[config.mk]
export PLATFORM = sky130hd
export DESIGN_NAME = key_matrix_scan_autorepeat
export DESIGN_NICKNAME = d
export VERILOG_FILES = /design/src/design/kms_pkg.sv /design/src/design/kms_ram.sv /design/src/design/kms_emit.sv /design/src/design/key_matrix_scan_autorepeat.sv
export SDC_FILE = /design/constraint.sdc
export NUM_CORES = 1
export LEC_CHECK = 0
export ABC_AREA = 1
export BUFFER_PORTS_ARGS = -buffer_cell sky130_fd_sc_hd__buf_4
export CORE_MARGIN = 1
export CORE_UTILIZATION = 60
export CTS_CLUSTER_SIZE = 12
export DETAILED_ROUTE_END_ITERATION = 8
export GPL_ROUTABILITY_DRIVEN = 0
export PLACE_DENSITY = 0.78
export SLEW_MARGIN = 10
export SYNTH_ARGS = -nofsm -noshare
export SYNTH_HDL_FRONTEND = slang
export SYNTH_SLANG_ARGS = --single-unit
export TNS_END_PERCENT = 1
[constraint.sdc]
create_clock -name clock -period 3.56 [get_ports clock]
set_clock_uncertainty 0.1 [all_clocks]
set_input_delay 0.356 -clock clock [delete_from_list [all_inputs] [get_ports clock]]
set_output_delay 0.356 -clock clock [all_outputs]
set_load 0.03 [all_outputs]
[src/design/kms_pkg.sv]
// Shared types and constants for the key matrix scanner.
package kms_pkg;

   localparam int unsigned COUNT_W = 16;
   localparam int unsigned COLS    = 8;
   localparam int unsigned CODE_W  = 7;
   localparam int unsigned ROW_W   = 4;

   localparam logic [COUNT_W-1:0] DELAY_RST  = 16'd500;
   localparam logic [COUNT_W-1:0] PERIOD_RST = 16'd64;

   // register indexes on the csr port
   localparam logic [1:0] CSR_DELAY  = 2'd0;
   localparam logic [1:0] CSR_PERIOD = 2'd1;

   // request opcodes
   localparam logic OP_SCAN = 1'b0;
   localparam logic OP_SET  = 1'b1;

   // result kinds
   localparam logic KIND_KEY  = 1'b0;
   localparam logic KIND_DONE = 1'b1;

   // one scan's worth of events handed to the emitter
   typedef struct packed {
      logic              rep;
      logic [CODE_W-1:0] rep_code;
      logic [COLS-1:0]   rel;
      logic [COLS-1:0]   prs;
      logic [ROW_W-1:0]  row;
      logic [ROW_W-1:0]  next_row;
   } kms_job_type;

endpackage

[src/design/kms_ram.sv]
// Generic single-write, single-read RAM with registered read data.
module kms_ram #(
   parameter int unsigned WIDTH = 8,
   parameter int unsigned DEPTH = 16
) (
   input  logic                     clock,
   input  logic                     wr_en,
   input  logic [$clog2(DEPTH)-1:0] wr_addr,
   input  logic [WIDTH-1:0]         wr_data,
   input  logic                     rd_en,
   input  logic [$clog2(DEPTH)-1:0] rd_addr,
   output logic [WIDTH-1:0]         rd_data
);

   logic [WIDTH-1:0] mem_ff [DEPTH];
   logic [WIDTH-1:0] rd_data_ff;

   always_ff @(posedge clock) begin
      if (wr_en) begin
         mem_ff[wr_addr] <= wr_data;
      end
      if (rd_en) begin
         rd_data_ff <= mem_ff[rd_addr];
      end
   end

   assign rd_data = rd_data_ff;

endmodule

[src/design/kms_emit.sv]
// Event emitter: serialises repeat, release, press and done words.
module kms_emit
   import kms_pkg::*;
(
   input  logic        clock,
   input  logic        reset,
   input  logic        load,
   input  kms_job_type job,
   output logic        busy,
   output logic        rsp_tvalid,
   input  logic        rsp_tready,
   output logic [15:0] rsp_tdata,   // [6:0] key_code, [10:7] next_row, [15:11] zero
   output logic [1:0]  rsp_tuser,   // [0] item_kind, [1] released
   output logic        rsp_tlast
);

   logic              rep_ff, rep_in;
   logic [CODE_W-1:0] rep_code_ff, rep_code_in;
   logic [COLS-1:0]   rel_ff, rel_in;
   logic [COLS-1:0]   prs_ff, prs_in;
   logic              done_ff, done_in;
   logic [ROW_W-1:0]  row_ff, row_in;
   logic [ROW_W-1:0]  nrow_ff, nrow_in;

   logic              vld_ff, vld_in;
   logic              kind_ff, kind_in;
   logic [CODE_W-1:0] code_ff, code_in;
   logic              relf_ff, relf_in;
   logic [ROW_W-1:0]  onrow_ff, onrow_in;
   logic              last_ff, last_in;

   logic              slot_free;

   function automatic logic [2:0] low_bit(input logic [COLS-1:0] m);
      logic [2:0] idx;
      idx = 3'd0;
      for (int i = COLS - 1; i >= 0; i--) begin
         if (m[i]) begin
            idx = 3'(i);
         end
      end
      return idx;
   endfunction

   assign busy      = rep_ff | (|rel_ff) | (|prs_ff) | done_ff;
   assign slot_free = !vld_ff || rsp_tready;

   always_comb begin
      rep_in      = rep_ff;
      rep_code_in = rep_code_ff;
      rel_in      = rel_ff;
      prs_in      = prs_ff;
      done_in     = done_ff;
      row_in      = row_ff;
      nrow_in     = nrow_ff;
      vld_in      = vld_ff;
      kind_in     = kind_ff;
      code_in     = code_ff;
      relf_in     = relf_ff;
      onrow_in    = onrow_ff;
      last_in     = last_ff;

      if (slot_free) begin
         vld_in = busy;
         if (rep_ff) begin
            kind_in  = KIND_KEY;
            code_in  = rep_code_ff;
            relf_in  = 1'b0;
            onrow_in = '0;
            last_in  = 1'b0;
            rep_in   = 1'b0;
         end else if (|rel_ff) begin
            kind_in  = KIND_KEY;
            code_in  = {row_ff, low_bit(rel_ff)};
            relf_in  = 1'b1;
            onrow_in = '0;
            last_in  = 1'b0;
            rel_in   = rel_ff & (rel_ff - 1'b1);
         end else if (|prs_ff) begin
            kind_in  = KIND_KEY;
            code_in  = {row_ff, low_bit(prs_ff)};
            relf_in  = 1'b0;
            onrow_in = '0;
            last_in  = 1'b0;
            prs_in   = prs_ff & (prs_ff - 1'b1);
         end else if (done_ff) begin
            kind_in  = KIND_DONE;
            code_in  = '0;
            relf_in  = 1'b0;
            onrow_in = nrow_ff;
            last_in  = 1'b1;
            done_in  = 1'b0;
         end
      end

      // top only loads when idle
      if (load) begin
         rep_in      = job.rep;
         rep_code_in = job.rep_code;
         rel_in      = job.rel;
         prs_in      = job.prs;
         row_in      = job.row;
         nrow_in     = job.next_row;
         done_in     = 1'b1;
      end
   end

   always_ff @(posedge clock) begin
      if (reset) begin
         rep_ff  <= 1'b0;
         rel_ff  <= '0;
         prs_ff  <= '0;
         done_ff <= 1'b0;
         vld_ff  <= 1'b0;
      end else begin
         rep_ff  <= rep_in;
         rel_ff  <= rel_in;
         prs_ff  <= prs_in;
         done_ff <= done_in;
         vld_ff  <= vld_in;
      end
      rep_code_ff <= rep_code_in;
      row_ff      <= row_in;
      nrow_ff     <= nrow_in;
      kind_ff     <= kind_in;
      code_ff     <= code_in;
      relf_ff     <= relf_in;
      onrow_ff    <= onrow_in;
      last_ff     <= last_in;
   end

   assign rsp_tvalid = vld_ff;
   assign rsp_tdata  = {5'b0, onrow_ff, code_ff};
   assign rsp_tuser  = {relf_ff, kind_ff};
   assign rsp_tlast  = last_ff;

endmodule

[src/design/key_matrix_scan_autorepeat.sv]
// Key matrix scanner top level: row store RAM, repeat counter and sequencer.
// Scan word: accepted, the row store read is issued, the lookup state writes the row back and
//   loads the emitter, then one result word per cycle while rsp_tready is high (up to ten).
// Set-repeat word: handled while idle, no results. Rate set by the serial emitter.
// Reset: synchronous; row valid bits clear at once (invalid rows read as zero),
//   row 0, repeat disarmed, count 500, delay 500, period 64.
module key_matrix_scan_autorepeat
   import kms_pkg::*;
#(
   parameter int unsigned ROWS = 16
) (
   input  logic        clock,
   input  logic        reset,
   input  logic        req_tvalid,
   output logic        req_tready,
   input  logic [15:0] req_tdata,   // [7:0] column_bits, [14:8] repeat_key, [15] repeat_on
   input  logic        req_tuser,   // [0] opcode
   output logic        rsp_tvalid,
   input  logic        rsp_tready,
   output logic [15:0] rsp_tdata,   // [6:0] key_code, [10:7] next_row, [15:11] zero
   output logic [1:0]  rsp_tuser,   // [0] item_kind, [1] released
   output logic        rsp_tlast,
   input  logic        csr_we,
   input  logic [1:0]  csr_addr,
   input  logic [15:0] csr_wdata
);

   localparam int unsigned RowW = $clog2(ROWS);

   typedef enum logic {
      ST_IDLE,
      ST_LOOKUP
   } state_type;

   state_type         state_ff, state_in;
   logic [RowW-1:0]   row_ff, row_in;
   logic [ROWS-1:0]   row_vld_ff, row_vld_in;
   logic              armed_ff, armed_in;
   logic [CODE_W-1:0] rcode_ff, rcode_in;
   logic [COUNT_W-1:0] count_ff, count_in;
   logic [COUNT_W-1:0] delay_ff, delay_in;
   logic [COUNT_W-1:0] period_ff, period_in;
   logic              rep_hit_ff, rep_hit_in;
   logic [COLS-1:0]   cols_ff, cols_in;

   logic              accept;
   logic              busy;
   logic              load;
   kms_job_type       job;
   logic [COLS-1:0]   rd_data;
   logic [COLS-1:0]   old_cols;
   logic [COLS-1:0]   chg;
   logic [RowW-1:0]   next_row;
   logic [COUNT_W-1:0] count_dec;
   logic [COLS-1:0]   in_cols;
   logic [CODE_W-1:0] in_key;
   logic              in_on;
   logic              set_change;

   assign in_cols = req_tdata[7:0];
   assign in_key  = req_tdata[14:8];
   assign in_on   = req_tdata[15];

   // one word in flight: take a new one only when the emitter has drained
   assign req_tready = (state_ff == ST_IDLE) && !busy;
   assign accept     = req_tvalid && req_tready;

   assign count_dec  = count_ff - 1'b1;
   assign set_change = (in_on != armed_ff) || (in_on && (in_key != rcode_ff));

   // row store read is issued at accept; the write-back lands in the lookup
   // cycle, before the row pointer moves on; no read is issued then, so read and write never overlap
   assign old_cols = row_vld_ff[row_ff] ? rd_data : '0;
   assign chg      = old_cols ^ cols_ff;
   assign next_row = (row_ff == RowW'(ROWS - 1)) ? '0 : row_ff + 1'b1;
   assign load     = (state_ff == ST_LOOKUP);

   always_comb begin
      job.rep      = rep_hit_ff;
      job.rep_code = rcode_ff;
      job.rel      = old_cols & chg;
      job.prs      = cols_ff & chg;
      job.row      = ROW_W'(row_ff);
      job.next_row = ROW_W'(next_row);
   end

   always_comb begin
      state_in   = state_ff;
      row_in     = row_ff;
      row_vld_in = row_vld_ff;
      armed_in   = armed_ff;
      rcode_in   = rcode_ff;
      count_in   = count_ff;
      delay_in   = delay_ff;
      period_in  = period_ff;
      rep_hit_in = rep_hit_ff;
      cols_in    = cols_ff;

      unique case (state_ff)
         ST_IDLE: begin
            if (accept) begin
               if (req_tuser == OP_SET) begin
                  if (set_change) begin
                     armed_in = in_on;
                     rcode_in = in_on ? in_key : '0;
                     count_in = delay_ff;
                  end
               end else begin
                  cols_in    = in_cols;
                  rep_hit_in = 1'b0;
                  if (armed_ff) begin
                     if (count_dec == '0) begin
                        count_in   = period_ff;
                        rep_hit_in = 1'b1;
                     end else begin
                        count_in = count_dec;
                     end
                  end
                  state_in = ST_LOOKUP;
               end
            end
         end
         ST_LOOKUP: begin
            row_vld_in[row_ff] = 1'b1;
            row_in             = next_row;
            state_in           = ST_IDLE;
         end
         default: state_in = ST_IDLE;
      endcase

      // register writes must arrive only while idle; the block itself does not enforce it
      if (csr_we) begin
         case (csr_addr)
            CSR_DELAY: begin
               delay_in = csr_wdata;
               count_in = csr_wdata;
            end
            CSR_PERIOD: period_in = csr_wdata;
            default: ;
         endcase
      end
   end

   always_ff @(posedge clock) begin
      if (reset) begin
         state_ff   <= ST_IDLE;
         row_ff     <= '0;
         row_vld_ff <= '0;
         armed_ff   <= 1'b0;
         rcode_ff   <= '0;
         count_ff   <= DELAY_RST;
         delay_ff   <= DELAY_RST;
         period_ff  <= PERIOD_RST;
         rep_hit_ff <= 1'b0;
      end else begin
         state_ff   <= state_in;
         row_ff     <= row_in;
         row_vld_ff <= row_vld_in;
         armed_ff   <= armed_in;
         rcode_ff   <= rcode_in;
         count_ff   <= count_in;
         delay_ff   <= delay_in;
         period_ff  <= period_in;
         rep_hit_ff <= rep_hit_in;
      end
      cols_ff <= cols_in;
   end

   kms_ram #(
      .WIDTH (COLS),
      .DEPTH (ROWS)
   ) u_row_store (
      .clock   (clock),
      .wr_en   (load),
      .wr_addr (row_ff),
      .wr_data (cols_ff),
      .rd_en   (accept),
      .rd_addr (row_ff),
      .rd_data (rd_data)
   );

   kms_emit u_emit (
      .clock      (clock),
      .reset      (reset),
      .load       (load),
      .job        (job),
      .busy       (busy),
      .rsp_tvalid (rsp_tvalid),
      .rsp_tready (rsp_tready),
      .rsp_tdata  (rsp_tdata),
      .rsp_tuser  (rsp_tuser),
      .rsp_tlast  (rsp_tlast)
   );

endmodule

Word-level counts from Yosys, hierarchy flattened
Memory sizes are Yosys's and may differ from the RTL's. A register that Yosys moved wholly into a read port is not among the register bits.
Cells that the tools add are included.
W data, S select, Z words.
{"block": "totals", "register_bits": 133, "ram_bits": 128, "inputBits": 40, "output_inout_bits": 21, "wordCells": 135, "memories": 1}
{"block": "classes", "addsub": 4, "n_lt_le_gt_ge": 2, "n_eq_ne": 7, "mux": 63, "bitwise": 11, "n_reduce_logical": 25}
{"memory": "u_row_store.mem_ff", "depth": 16, "width": 8, "read_ports": 1, "rd_clocked_by_memory_dff": 1, "wr": 1, "line_no": "kms_ram.sv:15", "text": "logic [WIDTH-1:0] mem_ff [DEPTH];"}
{"cell": "$mux W16", "n": 8}
{"cell": "$mux W8", "n": 10}
{"cell": "$mux W3", "n": 16}
{"cell": "$mux W7", "n": 5}
{"cell": "$and A8 B8 Y8", "n": 4}
{"cell": "$mux W1", "n": 19}
{"cell": "$reduce_or A17 Y1", "n": 1}
{"cell": "$logic_not A16 Y1", "n": 1}
{"cell": "$or A16 B16 Y16", "n": 1}
{"cell": "$reduce_or A8 Y1", "n": 2}
{"cell": "$sub A16 B1 Y16 const B", "n": 1}
{"cell": "$sub A8 B1 Y8 const B", "n": 2}
{"cell": "$reduce_and A4 Y1", "n": 3}
{"cell": "$mux W4", "n": 2}
{"cell": "$xor A8 B8 Y8", "n": 1}
{"cell": "$ne A7 B7 Y1", "n": 1}
{"cell": "$ne A2 B2 Y1 const B", "n": 3}
{"cell": "$reduce_and A2 Y1", "n": 3}
{"cell": "$reduce_and A3 Y1", "n": 2}
{"cell": "$reduce_bool A2 Y1", "n": 3}
{"cell": "$lt A4 B5 Y1 const B", "n": 1}
{"cell": "$add A4 B1 Y4 const B", "n": 1}
{"cell": "$bmux W1 S4", "n": 1}
{"cell": "$demux W1 S4", "n": 1}
{"cell": "12 further kinds", "n": 20}

Depth between registers and ports, before layout
{"block": "logic_depth", "depth_word": 11, "mapped_depth": 18, "depth_no_buf": 18}

Cells and area by module
Synthesis repeated with hierarchy kept, for this count alone.
{"block": "hier_totals", "hier_cells": 1514, "area_unflattened_um2": 12722.2}
{"module": "kms_ram", "instances": 1, "cells_each": 551, "area_each_um2": 5846.9, "seq_area_each_um2": 4083.9}
{"module": "key_matrix_scan_autorepeat", "instances": 1, "cells_each": 727, "area_each_um2": 4729.5, "seq_area_each_um2": 1801.7}
{"module": "kms_emit", "instances": 1, "cells_each": 236, "area_each_um2": 2145.8, "seq_area_each_um2": 1221.2}

Worst setup path after synthesis
OpenSTA, ideal clock, no wires.
{"block": "synth_timing", "path_type": "register to register", "from": "register row_ff[0]", "to": "memory u_row_store.mem_ff[0][0], enable pin", "setup_time_ps": 374, "t_arrival_ps": 1931, "required_ps": 3086, "path_slack_ps": 1155, "stages_incl_launch_ff": 8, "path_buffers": 3, "period_less_slack_ps": 2405, "path_cell_list": "dfxtp_1 -> inv_1 -> clkbuf_1 -> clkbuf_1 -> clkbuf_1 -> ha_1 -> nand2_1 -> nor2_1"}
{"item": "start: declaration", "line_no": "key_matrix_scan_autorepeat.sv:36", "text": "logic [RowW-1:0] row_ff, row_in;"}
{"item": "start signal: assignment", "line_no": "key_matrix_scan_autorepeat.sv:157", "text": "row_ff <= row_in;"}
{"item": "end: declaration", "line_no": "kms_ram.sv:15"}
Straight into the memory's write port.

Worst setup path after layout
{"block": "layout_timing", "from": "register u_emit.rel_ff[6]", "to": "register rcode_ff[3]"}
{"block": "layout_between", "elab_chain_cells": 8}
{"item": "start: declaration", "line_no": "kms_emit.sv:19", "text": "logic [COLS-1:0] rel_ff, rel_in;"}
{"item": "start signal: assignment", "line_no": "kms_emit.sv:117", "text": "rel_ff <= rel_in;"}
{"item": "$reduce_or A8 Y1", "line_no": "kms_emit.sv:45", "text": "assign busy = rep_ff | (|rel_ff) | (|prs_ff) | done_ff;"}
{"item": "$or A1 B1 Y1 (3 in a row)", "line_no": "kms_emit.sv:45"}
{"item": "$logic_not A1 Y1", "line_no": "key_matrix_scan_autorepeat.sv:65", "text": "assign req_tready = (state_ff == ST_IDLE) && !busy;"}
{"item": "$logic_and A1 B1 Y1", "line_no": "key_matrix_scan_autorepeat.sv:65"}
{"item": "$logic_and A1 B1 Y1", "line_no": "key_matrix_scan_autorepeat.sv:66", "text": "assign accept = req_tvalid && req_tready;"}
{"item": "$reduce_and A4 Y1 (no line)"}
{"item": "end signal: assignment", "line_no": "key_matrix_scan_autorepeat.sv:160", "text": "rcode_ff <= rcode_in;"}
{"item": "end: declaration", "line_no": "key_matrix_scan_autorepeat.sv:39", "text": "logic [CODE_W-1:0] rcode_ff, rcode_in;"}
No other way between the ends.
A chain may end at the register's enable or synchronous reset.

==> run_results.csv <==
group,metric,value,unit
place,dp.cells,1549,
layout,nets,1387,
setup_path,critPathCaptureType,"register",
drt,avgViaCountPerCell,5.77,
worst_hold_path,min_path_type,"input pin to register",
place,io_buffers,55,
timing,worstMarginPinSlew,0.927,ns
synth,synthTopCellsByCount,"274 x nand2_1, 182 x nor2_1, 172 x edfxtp_1",
grt,first_global_vias,8556,
pwr,p_total,8.67,mW
synth,synth_edf_count,172,
setup_path,critical_path.max_stage_delay,0.42,ns
timing,fmax,348,MHz
clocking,root_buffer,"clkbuf_16",
setup_path,cp_common_cell,"nor2_4",
synth,yosysMostFrequentCell,"nand2_1",
floorplanning,start_util,0.618,
pwr,netSwitchingFraction,0.314,
synth,ys_ff_latch,269,
clocking,clk_pin_slew,0.06,ns
pwr,p_seq_frac,0.460,
synth,synth_warnings,0,
layout,drive_gt1_frac,0.109,
synth,ys.flop_type,"edfxtp_1",
pwr,power_density,642,nW/um^2
setup_path,crit_required,3.92,ns
drt,final_antenna_net_count,0,
timing,drv_slew,0,
timing,period_needed,2.87,ns
job,cap_violations,0,
floorplanning,rows,50,
floorplanning,core_area,19000,sq um
pwr,switching_power,2.72,mW
drt,drc,0,
clocking,clk_path_buf_depth,3,
layout,fin_util,0.712,
layout,fillers,1412,
drt,num_vias,9358,
place,placedInstanceArea,12400,sq um
timing,rsz0062_at_grt,"false",
timing,period_share,0.807,
clocking,cts.sink_count,269,
setup_path,cpMaxStageDelayCell,"nor2_4",
pwr,combPwrFrac,0.220,
floorplanning,die_h,142,um
grt,grt_overflow,0,
layout,syn_to_final_growth,15.1,%
synth,synthCells,1269,
layout,seq_area,7110,sq um
layout,postLayoutCellArea,13500,sq um
layout,antenna_cells_inserted,0,
timing,setup_violations,0,
floorplanning,io_pins,61,
timing,holdWs,0.0102,ns
drt,dr.pass1.iters,5,
status,status,"complete, no violations",
layout,multi_input_area,4000,sq um
drt,drt_iter0_drc,998,
floorplanning,die_w,142,um
grt,grt_max_degree,78,
synth,synthDominantCellAreaShare,0.441,
synth,synthesis.area,11700,sq um
grt,grt_pass1_wl,43.9,mm
synth,ys_seq_area_frac,0.606,
setup_path,worstPathArrival,3.23,ns
synth,synth.avg_cell_area,9.24,sq um
floorplanning,dieArea,20100,sq um
pwr,peakVddDrop,0.458,mV
pwr,leakagePower,5.09,nW
clocking,hold_buffers,22,
setup_path,cp-start-kind,"register",
clocking,cts_made_buffers,28,
timing,finalSetupTns,0,ns
layout,fin_cells,1623,
place,hpwl,17.4,mm
pwr,internal_power,5.94,mW
drt,routed_wl,27.6,mm
clocking,cts_tree,"built",
timing,hold_viol,0,
pwr,clockPowerShare,0.320,
synth,synthDistinctLibCells,45,
clocking,ctsHtreeMaxLevel,1,
synth,yosysTopAreaCell,"edfxtp_1",
timing,layout_setup_ws,0.689,ns
place,pre_cts_ws,0.740,ns
setup_path,critical_path.max_fanout,17,
synth,yosys-top-cells-area,"edfxtp_1 44%, dfxtp_1 17%, nand2_1 8.8%, nor2_1 5.8%, o21ai_0 5.2%",
setup_path,critPathKind,"register to register",
clocking,clock_latency,0.55,ns
clocking,cts_setup_buffers,0,
clocking,cts_resized,0,
synth,async_flop_share,0,
drt,wl_per_cell,17.0,um
grt,grt_use_total,0.282,
timing,maxSlewHeadroom,0.381,
setup_path,crit_chain,"nor2_1, nand3_1, nor2_4, inv_2, nor3_4, nand2_4, nor2_4, nand2_4, nor2_4, nand4_4, clkinv_2, nand3_1, a21oi_1",
grt,grt_antenna_before_repair,0,
-- worst paths after layout --
path,from,endpoint,slack (ns),cells after the start
worst max-delay path,u_emit.rel_ff[6],rcode_ff[3],0.69,13
worst min-delay path,csr_wdata[11],delay_ff[11],0.01,3
worst max register to register,u_emit.rel_ff[6],rcode_ff[3],0.69,13
worst min register to register,period_ff[12],period_ff[12],0.36,2
-- per-layer routing --
| layer | vias up | track usage | share of wire |
|---|---|---|---|
| met5 | - | 0 | 0 |
| met4 | 0 | 0.0855 | 0.021 |
| met3 | 49 | 0.0537 | 0.094 |
| met2 | 464 | 0.447 | 0.46 |
| met1 | 4381 | 0.396 | 0.42 |
| li1 | 4464 | - | - |
-- power by group through the flow --
stage | Clock, mW | Combinational, mW | Sequential [mW]
floorplan | 0 | 1.19 | 4.11
global placement | 0 | 1.83 | 4.04
detailed placement | 0 | 1.86 | 4.05
CTS | 2.80 | 1.89 | 3.99
global route | 2.93 | 2.11 | 4.03
finish | 2.78 | 1.90 | 3.99
-- cell type report --
class	instances	area share
Timing Repair Buffer	103	0.0623
Tap cell	260	0.0241
Inverter	88	0.0249
Clock buffer	46	0.0599
Clock inverter	6	0.00519
Sequential cell	269	0.527
Multi-Input combinational cell	851	0.297
-- registers in the layout, indices dropped and copies added, names as in the netlist, 16 cells and up --
signal / cells
count_ff: 16
period_ff: 16
delay_ff: 16
row_vld_ff: 16
u_row_store.mem_ff: 128
-- logic make-up (layout without fill, tap and decap cells) --
logic type	after synthesis	in the layout	synth area share
AOI/OAI and AO/OA	286	286	0.134
xor gates and xnor gates	6	6	0.00448
adders and majority gates	6	6	0.00640
buffers and inverters	153	243	0.0535
DFF	269	269	0.606
other	1	5	0.000320
and+or+nand+nor	548	548	0.195
-- critical path, delay by kind of cell, from the launching register on --
| family | cells | cell delay, ns |
|---|---|---|
| compound gates | 1 | 0.15 |
| buf+inv | 2 | 0.27 |
| flops | 1 | 0.33 |
| simple gates | 10 | 1.91 |
-- layout by cell type, fill, tap and decap left out, types with 3 or more instances in the layout --
cell,instances
nand3_1,56
edfxtp_1,172
a21oi_1,82
nand2_1,274
clkbuf_1,14
o211ai_1,20
o31ai_1,3
nand2_4,3
buf_4,80
dlygate4sd3_1,22
nor2_1,182
clkbuf_16,28
xor2_1,4
nand4_1,10
nor2_4,5
clkbuf_8,4
dfxtp_1,96
clkinv_2,4
inv_2,4
ha_1,6
nand2_2,3
o21ai_0,121
conb_1,5
inv_1,80
o22ai_1,36
o21ai_1,9
a21oi_2,3
a31oi_1,7
nor2_2,5
Power figures use the tool's default switching activity.
